**src/design/idq_pkg.sv**
```systemverilog
`default_nettype none

package idq_pkg;

    localparam int DEPTH   = 16;
    localparam int DATA_W  = 32;
    localparam int KIND_W  = 3;
    localparam int POS_W   = 4;
    localparam int ENTRY_W = 5;
    localparam int CNT_W   = $clog2(DEPTH + 1);

    localparam logic [KIND_W-1:0] KIND_PUSH_FRONT = 3'd0;
    localparam logic [KIND_W-1:0] KIND_PUSH_BACK  = 3'd1;
    localparam logic [KIND_W-1:0] KIND_POP_FRONT  = 3'd2;
    localparam logic [KIND_W-1:0] KIND_READ       = 3'd3;
    localparam logic [KIND_W-1:0] KIND_FIND       = 3'd4;

    localparam logic [1:0] CELL_HOLD       = 2'd0;
    localparam logic [1:0] CELL_LOAD       = 2'd1;
    localparam logic [1:0] CELL_TAKE_LEFT  = 2'd2;
    localparam logic [1:0] CELL_TAKE_RIGHT = 2'd3;

    typedef struct packed {
        logic [1:0]        op;
        logic [DATA_W-1:0] data;
    } idq_cell_ctrl_t;

endpackage

`default_nettype wire

```
**src/design/idq_cell.sv**
```systemverilog
`default_nettype none

module idq_cell
    import idq_pkg::*;
(
    input  wire logic              aclk,
    input  wire idq_cell_ctrl_t    ctrl,
    input  wire logic [DATA_W-1:0] left_value,
    input  wire logic [DATA_W-1:0] right_value,
    output logic      [DATA_W-1:0] value,
    output logic                   match
);

    logic [DATA_W-1:0] value_reg;
    logic [DATA_W-1:0] value_next;

    always_comb begin
        unique case (ctrl.op)
            CELL_LOAD:       value_next = ctrl.data;
            CELL_TAKE_LEFT:  value_next = left_value;
            CELL_TAKE_RIGHT: value_next = right_value;
            default:         value_next = value_reg;
        endcase
    end

    always_ff @(posedge aclk) begin
        value_reg <= value_next;
    end

    assign value = value_reg;
    assign match = (value_reg == ctrl.data);

endmodule

`default_nettype wire

```
**src/design/indexed_deque_with_search_top.sv**
```systemverilog
// A request is registered into the compare stage, its result then into the
// output register once that is empty or taken by m_ready. No new request is
// taken until the compare stage has passed its request on; it holds one request
// while its match vector is priority-encoded into the output register.
// Reset (aresetn low, synchronous): entry count cleared, compare stage and
// output register emptied; cell contents are not cleared and count as empty.
`default_nettype none

module indexed_deque_with_search_top
    import idq_pkg::*;
(
    input  wire logic                     aclk,
    input  wire logic                     aresetn,
    input  wire logic                     s_valid,
    output logic                          s_ready,
    input  wire logic        [KIND_W-1:0] s_kind,
    input  wire logic signed [DATA_W-1:0] s_value,
    input  wire logic        [POS_W-1:0]  s_position,
    output logic                          m_valid,
    input  wire logic                     m_ready,
    output logic                          m_ok,
    output logic signed      [DATA_W-1:0] m_read_value,
    output logic             [POS_W-1:0]  m_found_position,
    output logic             [ENTRY_W-1:0] m_entry_count
);

    logic [DATA_W-1:0] cell_value [DEPTH];
    logic [DATA_W-1:0] left_in    [DEPTH];
    logic [DATA_W-1:0] right_in   [DEPTH];
    logic [DEPTH-1:0]  cell_match;
    idq_cell_ctrl_t    cell_ctrl  [DEPTH];

    logic [CNT_W-1:0]  count_reg, count_next;
    logic              stage_valid_reg;
    logic [KIND_W-1:0] stage_kind_reg;
    logic              stage_ok_reg, stage_ok_next;
    logic [DATA_W-1:0] stage_rd_reg, stage_rd_next;
    logic [DEPTH-1:0]  stage_match_reg, stage_match_next;
    logic [CNT_W-1:0]  stage_count_reg;

    logic              out_valid_reg;
    logic              out_ok_reg;
    logic [DATA_W-1:0] out_rd_reg;
    logic [POS_W-1:0]  out_pos_reg;
    logic [CNT_W-1:0]  out_count_reg;

    logic              in_xfer;
    logic              stage_move;
    logic              is_full;
    logic              is_empty;
    logic              find_ok;
    logic [POS_W-1:0]  find_pos;

    assign s_ready    = !stage_valid_reg;
    assign in_xfer    = s_valid && s_ready;
    assign stage_move = stage_valid_reg && (!out_valid_reg || m_ready);
    assign is_full    = (count_reg == CNT_W'(DEPTH));
    assign is_empty   = (count_reg == '0);

    // neighbor wiring of the cell row: position 0 is the front
    always_comb begin
        for (int i = 0; i < DEPTH; i++) begin
            left_in[i]  = (i == 0) ? '0 : cell_value[(i == 0) ? 0 : i - 1];
            right_in[i] = (i == DEPTH - 1) ? cell_value[i]
                                           : cell_value[(i == DEPTH - 1) ? i : i + 1];
        end
    end

    always_comb begin
        for (int i = 0; i < DEPTH; i++) begin
            cell_ctrl[i].data = s_value;
            cell_ctrl[i].op   = CELL_HOLD;
            if (in_xfer) begin
                case (s_kind)
                    KIND_PUSH_FRONT: begin
                        if (!is_full) begin
                            cell_ctrl[i].op = (i == 0) ? CELL_LOAD : CELL_TAKE_LEFT;
                        end
                    end
                    KIND_PUSH_BACK: begin
                        if (!is_full && (count_reg == CNT_W'(i))) begin
                            cell_ctrl[i].op = CELL_LOAD;
                        end
                    end
                    KIND_POP_FRONT: begin
                        if (!is_empty && (i != DEPTH - 1)) begin
                            cell_ctrl[i].op = CELL_TAKE_RIGHT;
                        end
                    end
                    default: cell_ctrl[i].op = CELL_HOLD;
                endcase
            end
        end
    end

    for (genvar g = 0; g < DEPTH; g++) begin : g_cell
        idq_cell u_cell (
            .aclk        (aclk),
            .ctrl        (cell_ctrl[g]),
            .left_value  (left_in[g]),
            .right_value (right_in[g]),
            .value       (cell_value[g]),
            .match       (cell_match[g])
        );
    end

    // request decode against the cells as they stand before the transfer
    always_comb begin
        stage_ok_next    = 1'b0;
        stage_rd_next    = '0;
        stage_match_next = '0;
        count_next       = count_reg;
        case (s_kind)
            KIND_PUSH_FRONT, KIND_PUSH_BACK: begin
                if (!is_full) begin
                    stage_ok_next = 1'b1;
                    count_next    = count_reg + CNT_W'(1);
                end
            end
            KIND_POP_FRONT: begin
                if (!is_empty) begin
                    stage_ok_next = 1'b1;
                    stage_rd_next = cell_value[0];
                    count_next    = count_reg - CNT_W'(1);
                end
            end
            KIND_READ: begin
                for (int i = 0; i < DEPTH; i++) begin
                    if ((32'(s_position) == 32'(i)) && (CNT_W'(i) < count_reg)) begin
                        stage_ok_next = 1'b1;
                        stage_rd_next = cell_value[i];
                    end
                end
            end
            KIND_FIND: begin
                for (int i = 0; i < DEPTH; i++) begin
                    stage_match_next[i] = cell_match[i] && (CNT_W'(i) < count_reg);
                end
            end
            default: stage_ok_next = 1'b0;
        endcase
    end

    always_ff @(posedge aclk) begin
        if (!aresetn) begin
            count_reg       <= '0;
            stage_valid_reg <= 1'b0;
        end else begin
            if (in_xfer) begin
                count_reg       <= count_next;
                stage_valid_reg <= 1'b1;
            end else if (stage_move) begin
                stage_valid_reg <= 1'b0;
            end
        end
    end

    always_ff @(posedge aclk) begin
        if (in_xfer) begin
            stage_kind_reg  <= s_kind;
            stage_ok_reg    <= stage_ok_next;
            stage_rd_reg    <= stage_rd_next;
            stage_match_reg <= stage_match_next;
            stage_count_reg <= count_next;
        end
    end

    // first match from the front wins
    always_comb begin
        find_ok  = |stage_match_reg;
        find_pos = '0;
        for (int i = DEPTH - 1; i >= 0; i--) begin
            if (stage_match_reg[i]) begin
                find_pos = POS_W'(i);
            end
        end
    end

    always_ff @(posedge aclk) begin
        if (!aresetn) begin
            out_valid_reg <= 1'b0;
        end else begin
            if (stage_move) begin
                out_valid_reg <= 1'b1;
            end else if (m_ready) begin
                out_valid_reg <= 1'b0;
            end
        end
    end

    always_ff @(posedge aclk) begin
        if (stage_move) begin
            out_ok_reg    <= (stage_kind_reg == KIND_FIND) ? find_ok : stage_ok_reg;
            out_rd_reg    <= stage_rd_reg;
            out_pos_reg   <= find_pos;
            out_count_reg <= stage_count_reg;
        end
    end

    assign m_valid          = out_valid_reg;
    assign m_ok             = out_ok_reg;
    assign m_read_value     = out_rd_reg;
    assign m_found_position = out_pos_reg;
    assign m_entry_count    = ENTRY_W'(out_count_reg);

endmodule

`default_nettype wire

```
**config.mk**
```make
export PLATFORM = sky130hd
export DESIGN_NAME = indexed_deque_with_search_top
export DESIGN_NICKNAME = d
export VERILOG_FILES = /design/src/design/idq_pkg.sv /design/src/design/idq_cell.sv /design/src/design/indexed_deque_with_search_top.sv
export SDC_FILE = /design/constraint.sdc
export NUM_CORES = 1
export LEC_CHECK = 0
export BUFFER_PORTS_ARGS = -buffer_cell sky130_fd_sc_hd__clkbuf_2
export CAP_MARGIN = 20
export CORE_ASPECT_RATIO = 1.25
export CORE_UTILIZATION = 35
export DETAILED_ROUTE_END_ITERATION = 12
export GPL_ROUTABILITY_DRIVEN = 0
export PLACE_DENSITY = 0.58
export SYNTH_ARGS = -nofsm -noshare
export SYNTH_HDL_FRONTEND = slang
export SYNTH_HIERARCHICAL = 1
export SYNTH_SLANG_ARGS = --single-unit
```
**constraint.sdc**
```tcl
create_clock -name aclk -period 5.5 [get_ports aclk]
set_input_delay 1.1 -clock aclk [delete_from_list [all_inputs] [get_ports aclk]]
set_output_delay 1.1 -clock aclk [all_outputs]
set_load 0.01 [all_outputs]
```
==> impl_summary.md <==
STA
The maximum clock skew at final layout is 0.0298 ns. Of the available clock period, the critical path in the final layout requires 0.737. The worst path needs 4.05 ns of the cycle, external delays included. Setup repair after global routing left no endpoint under its margin.

The achievable frequency is 0.247 GHz. The final count of hold timing violations came to 0. The aggregate negative setup slack is 0 ns. The number of slew-limit violations in the final report is 0.

The remaining max-slew budget at the tightest pin is 0.312. The total of endpoints with negative setup slack in the final report is 0. At the pin with the least slew margin, the transition time is 1.03 ns.

Critical path
The startpoint class of the critical path is a register. The setup path with the least slack is of type reg -> reg. The worst setup path is captured at a register. Together, buffers and inverters on the worst path number 6. Data arrives at the worst endpoint at 4.46 ns.

The slowest stage of the critical path is the sky130_fd_sc_hd__or4b_1 cell. Walking the worst path, the cells encountered are buf_4, inv_1, ha_1, or4b_1, and2_2, nand2_1, buf_4, inv_2, or2_4, buf_12, or2_2, buf_12. In this design, the largest share of critical-path delay is due to simple AND/OR/NAND/NOR gates. For flop-to-flop paths, the worst setup slack is 1.45 ns. For the worst setup path, the data required time is 5.91 ns. The highest net fanout along the worst path is 24. The biggest cell delay along the critical path is 0.64 ns.

Power and ir drop
The total power consumption of the routed design is 11.3 mW. For this design the static power due to leakage is 14.6 nW. The switching power share of the total is 0.265. The switching component of the power is 2.99 mW. The power share of the combinational group is 0.107.

The power density normalized to cell area is 251 mW/mm². The peak ir drop on the vdd network is 0.193 mV. The internal power contribution is 8.32 mW. The proportion of power drawn by flip-flops and latches is 0.489. The clock power share is 0.405.

Clocking
Once the clock tree was built, the setup fixing pass inserted 0 buffers. The source-to-sink clock delay at the later pin of the worst-skew pair is 0.67 ns. The number of hold buffers added after cts is 0. The depth of the CTS H-tree is 3. The count of cells resized by post-cts repair is 0. The count of clock tree sinks is 618. In this run, CTS created clock tree buffers numbering 68. The clock transition at the register clock pins on the worst setup and hold paths after CTS is 0.06 ns. In this run the clock root is driven by a sky130_fd_sc_hd__clkbuf_16. The TritonCTS clock tree is built. The longest clock path from root to sink contains 3 buffers.

Logic synthesis
The mapped cell area is 0.0406 mm². The number of unique standard cell types used by synthesis is 86. The register bit count reported by yosys is 618. For this run, the leading register cell type out of synthesis is sky130_fd_sc_hd__edfxtp_1. The mean post-synth cell area is 10.3 µm².

After synthesis, the share of flip-flops with an asynchronous set or reset is 0. For this run, the register share of the synthesized area comes to 0.455. After synthesis, the cell types taking the most area are sky130_fd_sc_hd__edfxtp_1 45%, sky130_fd_sc_hd__mux2i_1 13%, sky130_fd_sc_hd__xor2_1 11%.

The instance count of the mapped netlist is 3,952. Yosys mapped a number of flops with a built-in enable equal to 611. The biggest area contributor in the post-synthesis netlist is sky130_fd_sc_hd__edfxtp_1. For this run, the number of Yosys warnings is 6. Of the post-synthesis cell area, the dominant cell type holds 0.452.

Layout
The multi-input combinational cells in the finished layout cover a total of 0.0207 mm². Across the whole layout, storage elements account for 0.0185 mm². The number of filler instances in the final layout is 11,307. The layout overhead on the synthesized area is 10.9%. Once layout is done, the placed cells without fillers occupy 0.0450 mm².

The number of flip-flops in the largest register is 512. In the final layout, the share of cells above drive strength 1 is 0.0933. The post-layout net count is 4,052.

Drt
The count of nets left with antenna violations after detail routing is 0. The detailed-route DRC error count is 0. The via count is 32,753. After the first detailed-routing iteration, the DRC count stood at 4,293. The routed wirelength normalized by instance count is 26.8 µm. The post-detailed-routing wire length is 150,000 µm. After detailed routing, the number of vias per cell comes to 5.84. Before antenna repair, the detailed router went through 9 iterations.

Floorplan
The die is 383 µm tall. Measured along the x axis, the die boundary spans 307 µm. The die covers 0.117 mm². The row count is 139. The effective utilization at floorplan is 0.353. The core region area is 0.115 mm². 87 I/O pins were placed.

Global routing
The remaining global-route overflow is 0. The overall routing resource usage is 0.250. The wire length of the first global-routing pass is 217,000 µm.

The number of antenna violations at the first check in global routing was 23. Entering global routing, the biggest net connects 171 pins. The via count of the first global-routing pass is 30,146.

Placed design
The cell area reported after detailed placement is 0.0429 mm². Detailed placement ended at an HPWL of 113,000 µm. The number of buffer cells added on primary ports is 86.

Outcome
The run finished with clean final reports.

Job
Across the run, the number of max-cap violations was 0.

Hold path
The min-delay analysis places its worst path in the category reg -> reg.
==> cell usage in the layout, fill, tap and decap left out, types with 61 or more instances in the layout <==
cell type                   count
sky130_fd_sc_hd__a21oi_1      578
sky130_fd_sc_hd__a221oi_1      61
sky130_fd_sc_hd__buf_4        127
sky130_fd_sc_hd__clkbuf_16     69
sky130_fd_sc_hd__clkbuf_2      86
sky130_fd_sc_hd__edfxtp_1     611
sky130_fd_sc_hd__mux2i_1      512
sky130_fd_sc_hd__nand2_1       81
sky130_fd_sc_hd__nor2_1       599
sky130_fd_sc_hd__nor4_1       139
sky130_fd_sc_hd__o21ai_0       68
sky130_fd_sc_hd__xor2_1       512
==> per-stage QoR <==
stage | std cells | util | setup slack [ns] | hold slack (ns)
2_1_floorplan | 3983 | - | 0.979 | 0.400
3_3_place_gp | 5485 | 0.373 | 1.33 | 0.401
3_5_place_dp | 5485 | 0.373 | 1.31 | 0.405
4_1_cts | 5604 | 0.391 | 1.53 | 0.413
5_1_grt | 5606 | 0.392 | 1.37 | 0.422
6_report | 5609 | 0.392 | 1.45 | 0.410
==> power groups by stage <==
stage               Sequential [mW]  Combinational (mW)  Clock, mW
floorplan                      5.56               0.731          0
global placement               5.62                1.16          0
detailed placement             5.62                1.18          0
CTS                            5.52                1.19       4.64
global route                   5.54                1.31       4.78
finish                         5.53                1.21       4.58
==> layout make-up <==
cell class	count	share of cell area
clock buffers	80	0.0395
multi-input cells	3074	0.461
well taps	1551	0.0431
flip-flops and latches	618	0.411
clock inverters	39	0.00681
diodes	5	0.000278
repair buffers	229	0.0379
inverters	13	0.00111
==> cell families (layout without fill, tap and decap cells) <==
logic type / count (synthesis) / count (layout) / share of synthesized area
flip-flops: 618 / 618 / 0.455
AO/OA/AOI/OAI: 992 / 992 / 0.150
AND/OR/NAND/NOR: 1017 / 1017 / 0.115
other: 1 / 37 / 0.0000923
XOR/XNOR: 516 / 516 / 0.111
multiplexers: 512 / 512 / 0.126
buffers and inverters: 291 / 361 / 0.0412
adder cells (fa/ha/maj): 5 / 5 / 0.00154
==> final timing paths <==
| kind | cells past startpoint | from | to |
|---|---|---|---|
| worst max-delay path | 12 | count_reg[0]$_SDFFE_PN0P_ | g_cell[5].u_cell/value[20]$_DFFE_PP_ |
| worst min-delay path | 0 | stage_rd_reg[17]$_DFFE_PP_ | m_read_value[17]$_DFFE_PP_ |
| worst min register to register | 0 | stage_rd_reg[17]$_DFFE_PP_ | m_read_value[17]$_DFFE_PP_ |
| worst max register to register | 12 | count_reg[0]$_SDFFE_PN0P_ | g_cell[5].u_cell/value[20]$_DFFE_PP_ |
==> cell usage after synthesis, types with 44 or more instances <==
library cell                 n
sky130_fd_sc_hd__a21oi_1   580
sky130_fd_sc_hd__buf_6      51
sky130_fd_sc_hd__mux2i_1   512
sky130_fd_sc_hd__buf_2     104
sky130_fd_sc_hd__clkbuf_1   95
sky130_fd_sc_hd__o21ai_0    68
sky130_fd_sc_hd__a22oi_1    44
sky130_fd_sc_hd__xor2_1    512
sky130_fd_sc_hd__edfxtp_1  611
sky130_fd_sc_hd__a221oi_1   61
sky130_fd_sc_hd__nor4_1    139
sky130_fd_sc_hd__nor2_1    602
sky130_fd_sc_hd__nand2_1    87
sky130_fd_sc_hd__nand4_1    49
==> metal layers <==
layer  vias to the layer above  share of wire  wire length [µm]  track usage
li1                      14904              -                 -            -
met3                       268          0.075             11300       0.0325
met2                      1617           0.48             71600        0.414
met1                     15962           0.40             60500        0.325
met4                         2          0.045              6810        0.110
met5                         -       0.000086                13            0
Power figures use the tool's default switching activity.
